--- src/hdl/color_code_led_pulse_encoder_defines.svh ---
// ----------------------------------------------------------------------------
// Color code LED pulse encoder: assertion macros
// Assertion forms used by the encoder back end.
// ----------------------------------------------------------------------------
`ifndef COLOR_CODE_LED_PULSE_ENCODER_DEFINES_SVH
`define COLOR_CODE_LED_PULSE_ENCODER_DEFINES_SVH

// Same-cycle implication, checked outside reset.
`define CCLE_ASSERT_IMP(lbl, ante, cons, msg) \
	lbl: assert property (@(posedge clk) disable iff (!arst_n) (ante) |-> (cons)) \
		else $error(msg);

// Next-cycle implication, checked outside reset.
`define CCLE_ASSERT_NXT(lbl, ante, cons, msg) \
	lbl: assert property (@(posedge clk) disable iff (!arst_n) (ante) |=> (cons)) \
		else $error(msg);

`endif

--- src/hdl/ccle_pkg.sv ---
// ----------------------------------------------------------------------------
// Color code LED pulse encoder package
// Types, constants and the color code table shared by the encoder files.
// ----------------------------------------------------------------------------
package ccle_pkg;

	// Default geometry of the LED lines.
	localparam int LINES_DEF          = 9;
	localparam int CODES_PER_LINE_DEF = 6;

	// Symbols per code and the slot index of the reset gap.
	localparam int BITS_PER_CODE = 24;
	localparam int IDX_W         = $clog2(BITS_PER_CODE + 1);

	// Field widths.
	localparam int CODE_W  = 3;
	localparam int LINE_W  = 4;
	localparam int HIGH_W  = 8;
	localparam int LOW_W   = 12;
	localparam int WDATA_W = 12;
	localparam int WIDX_W  = 3;

	// Register reset values.
	localparam logic [HIGH_W-1:0] ZERO_HIGH_RST = 8'd8;
	localparam logic [HIGH_W-1:0] ZERO_LOW_RST  = 8'd17;
	localparam logic [HIGH_W-1:0] ONE_HIGH_RST  = 8'd16;
	localparam logic [HIGH_W-1:0] ONE_LOW_RST   = 8'd7;
	localparam logic [LOW_W-1:0]  GAP_RST       = 12'd1020;

	// Register indexes of the write port.
	typedef enum logic [WIDX_W-1:0] {
		REG_ZERO_HIGH = 3'd0,
		REG_ZERO_LOW  = 3'd1,
		REG_ONE_HIGH  = 3'd2,
		REG_ONE_LOW   = 3'd3,
		REG_GAP       = 3'd4
	} reg_idx_t;

	// Pulse timing configuration.
	typedef struct packed {
		logic [HIGH_W-1:0] zero_high_time;
		logic [HIGH_W-1:0] zero_low_time;
		logic [HIGH_W-1:0] one_high_time;
		logic [HIGH_W-1:0] one_low_time;
		logic [LOW_W-1:0]  gap_time;
	} cfg_t;

	// One classified item handed from the front to the back.
	typedef struct packed {
		logic [LINE_W-1:0] line;
		logic [2:0]        bytes;
		logic              closes;
	} cmd_t;

	// One output symbol.
	typedef struct packed {
		logic [LINE_W-1:0] line;
		logic              is_gap;
		logic              bit_value;
		logic [HIGH_W-1:0] high_time;
		logic [LOW_W-1:0]  low_time;
		logic              run_last;
	} sym_t;

	// Queue write request from the front.
	typedef struct packed {
		logic push;
	} q_wr_t;

	// Byte flags of a color code; bit 2 is the first byte sent.
	function automatic logic [2:0] code_bytes(input logic [CODE_W-1:0] code);
		logic [2:0] res;
		unique case (code)
			3'd0:    res = 3'b111;
			3'd1:    res = 3'b110;
			3'd2:    res = 3'b011;
			3'd3:    res = 3'b010;
			3'd4:    res = 3'b001;
			default: res = 3'b100;
		endcase
		return res;
	endfunction

endpackage

--- src/hdl/ccle_in_if.sv ---
// ----------------------------------------------------------------------------
// Color code input channel
// Valid/ready channel carrying one color code per item.
// ----------------------------------------------------------------------------
interface ccle_in_if
	import ccle_pkg::*;
();
	logic              valid;
	logic              ready;
	logic [CODE_W-1:0] color_code;

	modport source (output valid, output color_code, input ready);
	modport sink (input valid, input color_code, output ready);
endinterface

--- src/hdl/ccle_sym_if.sv ---
// ----------------------------------------------------------------------------
// Pulse symbol output channel
// Valid/ready channel carrying one pulse symbol per item.
// ----------------------------------------------------------------------------
interface ccle_sym_if
	import ccle_pkg::*;
();
	logic              valid;
	logic              ready;
	logic [LINE_W-1:0] line;
	logic              is_gap;
	logic              bit_value;
	logic [HIGH_W-1:0] high_time;
	logic [LOW_W-1:0]  low_time;
	logic              run_last;

	modport source (output valid, output line, output is_gap, output bit_value,
		output high_time, output low_time, output run_last, input ready);
	modport sink (input valid, input line, input is_gap, input bit_value,
		input high_time, input low_time, input run_last, output ready);
endinterface

--- src/hdl/color_code_led_pulse_encoder.sv ---
// ----------------------------------------------------------------------------
// Color code LED pulse encoder
// Turns facelet color codes into serial LED pulse symbols on nine lines.
//
//   channel   dir  fields
//   codes     in   color_code
//   symbols   out  line, is_gap, bit_value, high_time, low_time, run_last
//   wr_*      in   wr_en, wr_index, wr_data (timing registers)
//
// Each item yields 24 symbols, or 25 when it closes a line, at one symbol per
// cycle unless stalled; the back end's single symbol slot sets this rate.
// A code is taken while the two-entry queue has room, so the front runs ahead.
// An item's first symbol passes the queue, cur_q and the output stage.
// Reset clears the facelet position and loads the default pulse timing.
// A stall on the symbol side holds the current symbol and fills the queue.
// ----------------------------------------------------------------------------
module color_code_led_pulse_encoder
	import ccle_pkg::*;
#(
	parameter int LINES          = LINES_DEF,
	parameter int CODES_PER_LINE = CODES_PER_LINE_DEF
) (
	input  logic               clk,
	input  logic               arst_n,
	ccle_in_if.sink            codes,
	ccle_sym_if.source         symbols,
	input  logic               wr_en,
	input  logic [WIDX_W-1:0]  wr_index,
	input  logic [WDATA_W-1:0] wr_data
);
	cfg_t  cfg_q;
	q_wr_t qwr;
	cmd_t  f_data;
	cmd_t  b_data;
	logic  q_full;
	logic  q_valid;
	logic  pop;

	// Timing registers; writes to unused indexes are dropped.
	always_ff @(posedge clk or negedge arst_n) begin
		if (!arst_n) begin
			cfg_q.zero_high_time <= ZERO_HIGH_RST;
			cfg_q.zero_low_time  <= ZERO_LOW_RST;
			cfg_q.one_high_time  <= ONE_HIGH_RST;
			cfg_q.one_low_time   <= ONE_LOW_RST;
			cfg_q.gap_time       <= GAP_RST;
		end else if (wr_en) begin
			unique case (wr_index)
				REG_ZERO_HIGH: cfg_q.zero_high_time <= wr_data[HIGH_W-1:0];
				REG_ZERO_LOW:  cfg_q.zero_low_time  <= wr_data[HIGH_W-1:0];
				REG_ONE_HIGH:  cfg_q.one_high_time  <= wr_data[HIGH_W-1:0];
				REG_ONE_LOW:   cfg_q.one_low_time   <= wr_data[HIGH_W-1:0];
				REG_GAP:       cfg_q.gap_time       <= wr_data[LOW_W-1:0];
				default:       ;
			endcase
		end
	end

	ccle_front #(
		.LINES          (LINES),
		.CODES_PER_LINE (CODES_PER_LINE)
	) u_front (
		.clk    (clk),
		.arst_n (arst_n),
		.codes  (codes),
		.qwr    (qwr),
		.q_full (q_full),
		.qdata  (f_data)
	);

	ccle_fifo u_fifo (
		.clk    (clk),
		.arst_n (arst_n),
		.qwr    (qwr),
		.wdata  (f_data),
		.full   (q_full),
		.pop    (pop),
		.rvalid (q_valid),
		.rdata  (b_data)
	);

	ccle_back u_back (
		.clk     (clk),
		.arst_n  (arst_n),
		.cfg     (cfg_q),
		.q_valid (q_valid),
		.q_data  (b_data),
		.pop     (pop),
		.symbols (symbols)
	);
endmodule

--- src/hdl/ccle_front.sv ---
// ----------------------------------------------------------------------------
// Encoder front end
// Accepts color codes, tracks the line and the position within the line,
// and hands a classified item to the queue.
// ----------------------------------------------------------------------------
module ccle_front
	import ccle_pkg::*;
#(
	parameter int LINES          = LINES_DEF,
	parameter int CODES_PER_LINE = CODES_PER_LINE_DEF
) (
	input  logic         clk,
	input  logic         arst_n,
	ccle_in_if.sink      codes,
	output q_wr_t        qwr,
	input  logic         q_full,
	output cmd_t         qdata
);
	localparam int POS_W = (CODES_PER_LINE > 1) ? $clog2(CODES_PER_LINE) : 1;

	logic [POS_W-1:0]  pos_q;
	logic [LINE_W-1:0] line_q;
	logic              accept;
	logic              closes;

	// An item is taken whenever the queue has room.
	assign codes.ready = !q_full;
	assign accept      = codes.valid && !q_full;
	assign closes      = (pos_q == POS_W'(CODES_PER_LINE - 1));

	// Classified item for the back end.
	assign qdata.line   = line_q;
	assign qdata.bytes  = code_bytes(codes.color_code);
	assign qdata.closes = closes;
	assign qwr.push     = accept;

	// Facelet position: code within the line, then the line, wrapping at the end.
	always_ff @(posedge clk or negedge arst_n) begin
		if (!arst_n) begin
			pos_q  <= '0;
			line_q <= '0;
		end else if (accept) begin
			if (closes) begin
				pos_q <= '0;
				if (line_q == LINE_W'(LINES - 1)) begin
					line_q <= '0;
				end else begin
					line_q <= line_q + 1'b1;
				end
			end else begin
				pos_q <= pos_q + 1'b1;
			end
		end
	end
endmodule

--- src/hdl/ccle_fifo.sv ---
// ----------------------------------------------------------------------------
// Encoder item queue
// Two-entry queue of classified items between the front and back ends.
// ----------------------------------------------------------------------------
module ccle_fifo
	import ccle_pkg::*;
(
	input  logic  clk,
	input  logic  arst_n,
	input  q_wr_t qwr,
	input  cmd_t  wdata,
	output logic  full,
	input  logic  pop,
	output logic  rvalid,
	output cmd_t  rdata
);
	cmd_t       mem [2];
	logic       wr_ptr_q;
	logic       rd_ptr_q;
	logic [1:0] count_q;

	assign full   = (count_q == 2'd2);
	assign rvalid = (count_q != 2'd0);
	assign rdata  = mem[rd_ptr_q];

	// Storage write.
	always_ff @(posedge clk) begin
		if (qwr.push) begin
			mem[wr_ptr_q] <= wdata;
		end
	end

	// Pointers and fill count.
	always_ff @(posedge clk or negedge arst_n) begin
		if (!arst_n) begin
			wr_ptr_q <= 1'b0;
			rd_ptr_q <= 1'b0;
			count_q  <= '0;
		end else begin
			if (qwr.push) begin
				wr_ptr_q <= !wr_ptr_q;
			end
			if (pop) begin
				rd_ptr_q <= !rd_ptr_q;
			end
			if (qwr.push && !pop) begin
				count_q <= count_q + 1'b1;
			end else if (pop && !qwr.push) begin
				count_q <= count_q - 1'b1;
			end
		end
	end
endmodule

--- src/hdl/ccle_back.sv ---
// ----------------------------------------------------------------------------
// Encoder back end
// Expands each queued item into 24 bit symbols and an optional reset gap,
// one symbol per cycle unless stalled, through a registered output stage.
// ----------------------------------------------------------------------------
`include "color_code_led_pulse_encoder_defines.svh"

module ccle_back
	import ccle_pkg::*;
(
	input  logic       clk,
	input  logic       arst_n,
	input  cfg_t       cfg,
	input  logic       q_valid,
	input  cmd_t       q_data,
	output logic       pop,
	ccle_sym_if.source symbols
);
	localparam logic [IDX_W-1:0] GAP_IDX  = IDX_W'(BITS_PER_CODE);
	localparam logic [IDX_W-1:0] LAST_BIT = IDX_W'(BITS_PER_CODE - 1);

	cmd_t             cur_q;
	logic             active_q;
	logic [IDX_W-1:0] idx_q;
	sym_t             sym_q;
	logic             sym_valid_q;
	logic             advance;
	logic             last_sym;
	logic             load;
	logic             bit_val;
	sym_t             sym_next;

	// A symbol moves to the output stage when that stage is free or drains.
	assign advance  = active_q && (!sym_valid_q || symbols.ready);
	assign last_sym = cur_q.closes ? (idx_q == GAP_IDX) : (idx_q == LAST_BIT);
	assign load     = !active_q || (advance && last_sym);
	assign pop      = load && q_valid;

	// Pick the byte flag for the current bit slot.
	always_comb begin
		unique case (idx_q[IDX_W-1:3])
			2'd0:    bit_val = cur_q.bytes[2];
			2'd1:    bit_val = cur_q.bytes[1];
			default: bit_val = cur_q.bytes[0];
		endcase
	end

	// Build the next symbol from the byte flag and the pulse timing.
	always_comb begin
		sym_next.line     = cur_q.line;
		sym_next.run_last = last_sym;
		if (idx_q == GAP_IDX) begin
			sym_next.is_gap    = 1'b1;
			sym_next.bit_value = 1'b0;
			sym_next.high_time = '0;
			sym_next.low_time  = cfg.gap_time;
		end else if (bit_val) begin
			sym_next.is_gap    = 1'b0;
			sym_next.bit_value = 1'b1;
			sym_next.high_time = cfg.one_high_time;
			sym_next.low_time  = {{(LOW_W - HIGH_W){1'b0}}, cfg.one_low_time};
		end else begin
			sym_next.is_gap    = 1'b0;
			sym_next.bit_value = 1'b0;
			sym_next.high_time = cfg.zero_high_time;
			sym_next.low_time  = {{(LOW_W - HIGH_W){1'b0}}, cfg.zero_low_time};
		end
	end

	// Item sequencing: load the next item as the last symbol leaves.
	always_ff @(posedge clk or negedge arst_n) begin
		if (!arst_n) begin
			active_q <= 1'b0;
			idx_q    <= '0;
		end else if (load) begin
			active_q <= q_valid;
			idx_q    <= '0;
		end else if (advance) begin
			idx_q <= idx_q + 1'b1;
		end
	end

	always_ff @(posedge clk) begin
		if (pop) begin
			cur_q <= q_data;
		end
	end

	// Output stage.
	always_ff @(posedge clk or negedge arst_n) begin
		if (!arst_n) begin
			sym_valid_q <= 1'b0;
		end else if (advance) begin
			sym_valid_q <= 1'b1;
		end else if (symbols.ready) begin
			sym_valid_q <= 1'b0;
		end
	end

	always_ff @(posedge clk) begin
		if (advance) begin
			sym_q <= sym_next;
		end
	end

	assign symbols.valid     = sym_valid_q;
	assign symbols.line      = sym_q.line;
	assign symbols.is_gap    = sym_q.is_gap;
	assign symbols.bit_value = sym_q.bit_value;
	assign symbols.high_time = sym_q.high_time;
	assign symbols.low_time  = sym_q.low_time;
	assign symbols.run_last  = sym_q.run_last;

	// The slot index never passes the gap slot.
	`CCLE_ASSERT_IMP(a_idx_range, active_q, idx_q <= GAP_IDX, "slot index out of range")
	// A gap symbol always ends its item and carries no high time.
	`CCLE_ASSERT_IMP(a_gap_last, sym_valid_q && sym_q.is_gap,
		sym_q.run_last && sym_q.high_time == '0, "gap symbol malformed")
	// An item stays in work until its last symbol has been issued.
	`CCLE_ASSERT_NXT(a_keep_active, advance && !last_sym, active_q,
		"item dropped before its last symbol")
endmodule

--- src/flat_wrapper.sv ---
// flat-port wrapper written by rule: the top's interface ports become plain ports
module color_code_led_pulse_encoder_flat import ccle_pkg::*;
#(
	parameter int LINES          = LINES_DEF,
	parameter int CODES_PER_LINE = CODES_PER_LINE_DEF
)
  (clk, arst_n, wr_en, wr_index, wr_data, codes_valid, codes_color_code, codes_ready, symbols_valid, symbols_line, symbols_is_gap, symbols_bit_value, symbols_high_time, symbols_low_time, symbols_run_last, symbols_ready);
  ccle_in_if codes_i ();
  ccle_sym_if symbols_i ();
  input  logic clk;
  input  logic arst_n;
  input  logic wr_en;
  input  logic [WIDX_W-1:0] wr_index;
  input  logic [WDATA_W-1:0] wr_data;
  input wire logic [$bits(codes_i.valid)-1:0] codes_valid;
  input wire logic [$bits(codes_i.color_code)-1:0] codes_color_code;
  output wire logic [$bits(codes_i.ready)-1:0] codes_ready;
  output wire logic [$bits(symbols_i.valid)-1:0] symbols_valid;
  output wire logic [$bits(symbols_i.line)-1:0] symbols_line;
  output wire logic [$bits(symbols_i.is_gap)-1:0] symbols_is_gap;
  output wire logic [$bits(symbols_i.bit_value)-1:0] symbols_bit_value;
  output wire logic [$bits(symbols_i.high_time)-1:0] symbols_high_time;
  output wire logic [$bits(symbols_i.low_time)-1:0] symbols_low_time;
  output wire logic [$bits(symbols_i.run_last)-1:0] symbols_run_last;
  input wire logic [$bits(symbols_i.ready)-1:0] symbols_ready;
  assign codes_i.valid = codes_valid;
  assign codes_i.color_code = codes_color_code;
  assign codes_ready = codes_i.ready;
  assign symbols_valid = symbols_i.valid;
  assign symbols_line = symbols_i.line;
  assign symbols_is_gap = symbols_i.is_gap;
  assign symbols_bit_value = symbols_i.bit_value;
  assign symbols_high_time = symbols_i.high_time;
  assign symbols_low_time = symbols_i.low_time;
  assign symbols_run_last = symbols_i.run_last;
  assign symbols_i.ready = symbols_ready;
  color_code_led_pulse_encoder #(.LINES(LINES), .CODES_PER_LINE(CODES_PER_LINE)) u_core (.clk(clk), .arst_n(arst_n), .codes(codes_i), .symbols(symbols_i), .wr_en(wr_en), .wr_index(wr_index), .wr_data(wr_data));
endmodule
--- config.mk ---
export PLATFORM = sky130hd
export DESIGN_NAME = color_code_led_pulse_encoder_flat
export DESIGN_NICKNAME = d
export VERILOG_FILES = /design/src/hdl/ccle_pkg.sv /design/src/hdl/ccle_in_if.sv /design/src/hdl/ccle_sym_if.sv /design/src/hdl/color_code_led_pulse_encoder.sv /design/src/hdl/ccle_front.sv /design/src/hdl/ccle_fifo.sv /design/src/hdl/ccle_back.sv /design/src/flat_wrapper.sv
export VERILOG_INCLUDE_DIRS = /design/src /design/src/hdl
export SDC_FILE = /design/constraint.sdc
export NUM_CORES = 1
export LEC_CHECK = 0
export ABC_AREA = 1
export BUFFER_PORTS_ARGS = -buffer_cell sky130_fd_sc_hd__buf_4
export CAP_MARGIN = 20
export CORE_MARGIN = 2
export CORE_UTILIZATION = 58
export DETAILED_ROUTE_END_ITERATION = 7
export GPL_TIMING_DRIVEN = 0
export PLACE_DENSITY = 0.79
export SLEW_MARGIN = 10
export SYNTH_ARGS = -nofsm -noshare
export SYNTH_HDL_FRONTEND = slang
export SYNTH_SLANG_ARGS = --single-unit
--- constraint.sdc ---
create_clock -name clk -period 2.7 [get_ports clk]
set_input_delay 0.27 -clock clk [delete_from_list [all_inputs] [get_ports clk]]
set_output_delay 0.27 -clock clk [all_outputs]
set_load 0.01 [all_outputs]
==> impl_results.md <==
* Status: complete, no violations
* Cells after DPL at 580
* Post-route clock period utilization at 80.31%
* Reg2reg setup slack at 530 ps
* Fin. Hold Viols at 0
* Die area at 0.008708 mm2
* Cell mode on critical path: nand2_1
* Ranking of synthesized cells by area: edfxtp_1, dfrtp_1, dfstp_2
* Synthesized instance count at 427
* Syn avg cell area at 10.84 um2
* HPWL after DPL at 5.776 mm
* Async set-reset flop share out of synthesis at 54.87%
* Ys flop type: edfxtp_1
* Post-Layout Cell Count at 616
* CP Max Fanout at 6
* Port Buffers at 51
* Initial DRC Count at 186
* Post-layout nets at 529
* Family with the most delay on the worst path: simple AND/OR/NAND/NOR gates
* Clock Sinks at 113
* Via Count at 3,344
* Cts bufs inserted at 17
* EDFF count, synth at 51
* Crit start category: flop
* Total wire length at 9.332 mm
* Clk slew on worst S/H paths at 50 ps
* Worst path required time at 3080 ps
* Post-CTS setup buffers at 0
* Hold Crit Class: in2reg
* F_max at 0.4612 GHz
* Share of the synthesized area in the top cell type at 33.10%
* Final setup vio count at 0
* Clock skew at 7.573 ps
* Hold Worst Slack at 15.18 ps
* Overflow after GRT at 0
* Maxcap violations at 0
* Global-route wire length before repair at 15.26 mm
* DRC at 0
* Rows at 32
* Max-slew headroom at 45.83%
* Largest net degree at the start of global routing at 63
* Setup CP Type: reg2reg
* Buf+Inv Stages, Crit Path at 2
* First-pass detailed-route iteration total at 5
* Area growth, synth to finish at 24.69%
* Unrepaired setup endpoints after global routing: false
* CP Capture Type: flop
* Minimum clock period after layout at 2168 ps
* Setup TNS at 0 ps
* Pleak at 2.608 nW
* Synthesized cell area at 0.004627 mm2
* Seq/Total Area, Yosys at 67.04%
* Number of H-tree levels at 4
* Antenna violations before repair at 0
* Die span in y at 93.32 um
* Signal arrival time at the worst endpoint at 2550 ps
* Synth cell types at 28
* Clk_lat worst skew at 510 ps
* CTS tree: yes
* Overall routing resource usage at 23.44%
* Slew at the pin closest to its max-slew limit at 810.7 ps
* Peak VDD IR at 0.0007890 V
* Reg2reg path depth at 13
* Via count of the first global-routing pass at 3,312
* Core Area at 0.007727 mm2
* Leading area contributor after synthesis: edfxtp_1
* Cell-by-cell trace of the critical path: inv_1 > ha_1 > nand2_1 > inv_1 > nand3_1 > nand2_1 > nand2_1 > nand2_2 > nand2_2 > ha_1 > a21oi_1 > o21ai_0 > xor2_1
* Mapped Nets at 455
* PwrDens at 1097 mW/mm2
* Die width at 93.32 um
* Hold depth at 3
* Antenna Cells at 0
* Layout cells sized above 1 at 23.35%
* Final GP Congestion at 0.8419
* Slowest CP cell: dfrtp_1
* Antenna Nets Post-Route at 0
* Largest stage delay, worst path at 400 ps
* Initial core utilization at 59.88%
* Min-delay src: wr_data[10]
* Reg2reg start: u_core.u_back.idx_q[0]$_DFFE_PN0P_
* Post-synthesis register bit count at 113
* IO Count at 52
* CTS Root Buffer Type: clkbuf_8
* CTS resizes at 0
* Wirelength per Cell at 15.15 um
* Bufs on Longest Clock Path at 2
* Number of vias per cell at 5.429
* Synth warnings at 0
* Hold EP: u_core.cfg_q[10]$_DFFE_PN0P_
* Slew Limit Fails at 0
* RR Endpoint: u_core.u_fifo.count_q[1]$_DFFE_PN0P_
## cells by family (layout without fill, tap and decap cells)
logic type / count (synthesis) / in the layout / share of synthesized area [%]
AOI/OAI and AO/OA: 82 / 82 / 9.681
buffers and inverters: 55 / 142 / 5.192
and+or+nand+nor: 168 / 168 / 15.98
adders and majority gates: 5 / 5 / 1.352
xor gates and xnor gates: 4 / 4 / 0.7573
DFF: 113 / 113 / 67.04
## cell usage after synthesis (5+ instances only)
master,count
a21oi_1,23
o21ai_0,49
ha_1,5
nor3_1,5
dfstp_2,15
a21oi_2,10
nand2_1,88
inv_1,38
edfxtp_1,51
dfrtp_1,47
nor2_1,33
clkbuf_1,7
nand3_1,30
## routing by layer
metal	wire length (um)	vias up	global-route usage (%)
li1	-	1577	-
met3	578	21	5.641
met5	0	-	0
met4	176	0	10.17
met2	4778	130	38.73
met1	3799	1616	29.69
## worst max-delay path by stage
stage | start | to | slack (ps) | cells past startpoint
after CTS | u_core.u_back.idx_q[0]$_DFFE_PN0P_ | u_core.u_fifo.count_q[1]$_DFFE_PN0P_ | 540 | 13
after detailed placement | u_core.u_back.idx_q[0]$_DFFE_PN0P_ | u_core.u_fifo.count_q[1]$_DFFE_PN0P_ | 620 | 13
after floorplan | u_core.u_back.symbols.valid$_DFFE_PN0P_ | u_core.u_back.symbols.bit_value$_SDFFCE_PN0P_ | 600 | 3
after global routing | u_core.u_back.idx_q[0]$_DFFE_PN0P_ | u_core.u_fifo.count_q[1]$_DFFE_PN0P_ | 350 | 13
after global placement | u_core.u_back.active_q$_DFFE_PN0N_ | u_core.u_back.symbols.low_time[10]$_SDFFCE_PP0P_ | 160 | 2
final | u_core.u_back.idx_q[0]$_DFFE_PN0P_ | u_core.u_fifo.count_q[1]$_DFFE_PN0P_ | 530 | 13
## registers in the layout, summed over array words and instances (netlist names), 3 cells and up
name	cells
u_core.u_back.symbols.high_time	8
u_core.u_fifo.mem	16
u_core.u_back.symbols.line	4
u_core.u_front.line_q	4
u_core.u_front.pos_q	3
u_core.cfg_q	44
u_core.u_back.symbols.low_time	12
u_core.u_back.idx_q	5
u_core.u_back.cur_q	8
## layout by cell type, fill, tap and decap left out, types with 3 or more instances in the layout
cell           netlist  layout
nand2_2              4       4
nor2_1              33      32
inv_1               38      38
nand3_1             30      30
bufinv_16            0       3
o21ai_0             49      49
a21oi_1             23      23
nor2_4               2       3
a21oi_2             10      10
clkbuf_8             0       4
edfxtp_1            51      51
nor3_1               5       5
clkbuf_1             7      12
xor2_1               3       3
clkbuf_16            0      16
dfrtp_1             47      47
nand2_1             88      88
buf_4                2      53
ha_1                 5       5
dfstp_2             15      15
dlygate4sd3_1        0       4
clkinv_2             0       4
## power breakdown
part | internal, W | switching, W
sequential | 0.00240 | 0.000222
clock | 0.00147 | 0.000701
combinational | 0.000606 | 0.000931
total | 0.00448 | 0.00185
## final cells by class
type	instances	area, um2
repair buffers	55	422.9
well taps	102	127.6
clock buffers	25	474.2
plain buffers	13	82.58
flip-flops and latches	113	3102
multi-input cells	259	1292
inverters	42	157.7
fillers	496	1958
clock inverters	7	110.1
## repair_timing
| item | CTS | global route |
|---|---|---|
| hold endpoints to repair | 50 | 0 |
| hold buffers | 4 | 0 |
| endpoints found under the setup margin | 0 | 0 |
## metrics by stage
stage,utilization [%],area [um2],total power (W),worst slack (ps)
final,74.66,5769,0.006330,531.7
after global routing,74.66,5769,0.006649,354.9
after CTS,74.66,5769,0.006351,537.5
after detailed placement,66.58,5145,0.004154,621.8
after global placement,66.48,5137,0.004077,160.6
after floorplan,-,4627,0.003623,596.3
## worst min-delay path, stage by stage
cell     delay, ps
buf_4           70
nor2_1          30
a21oi_1        100
(Power assumes the default switching activity.)
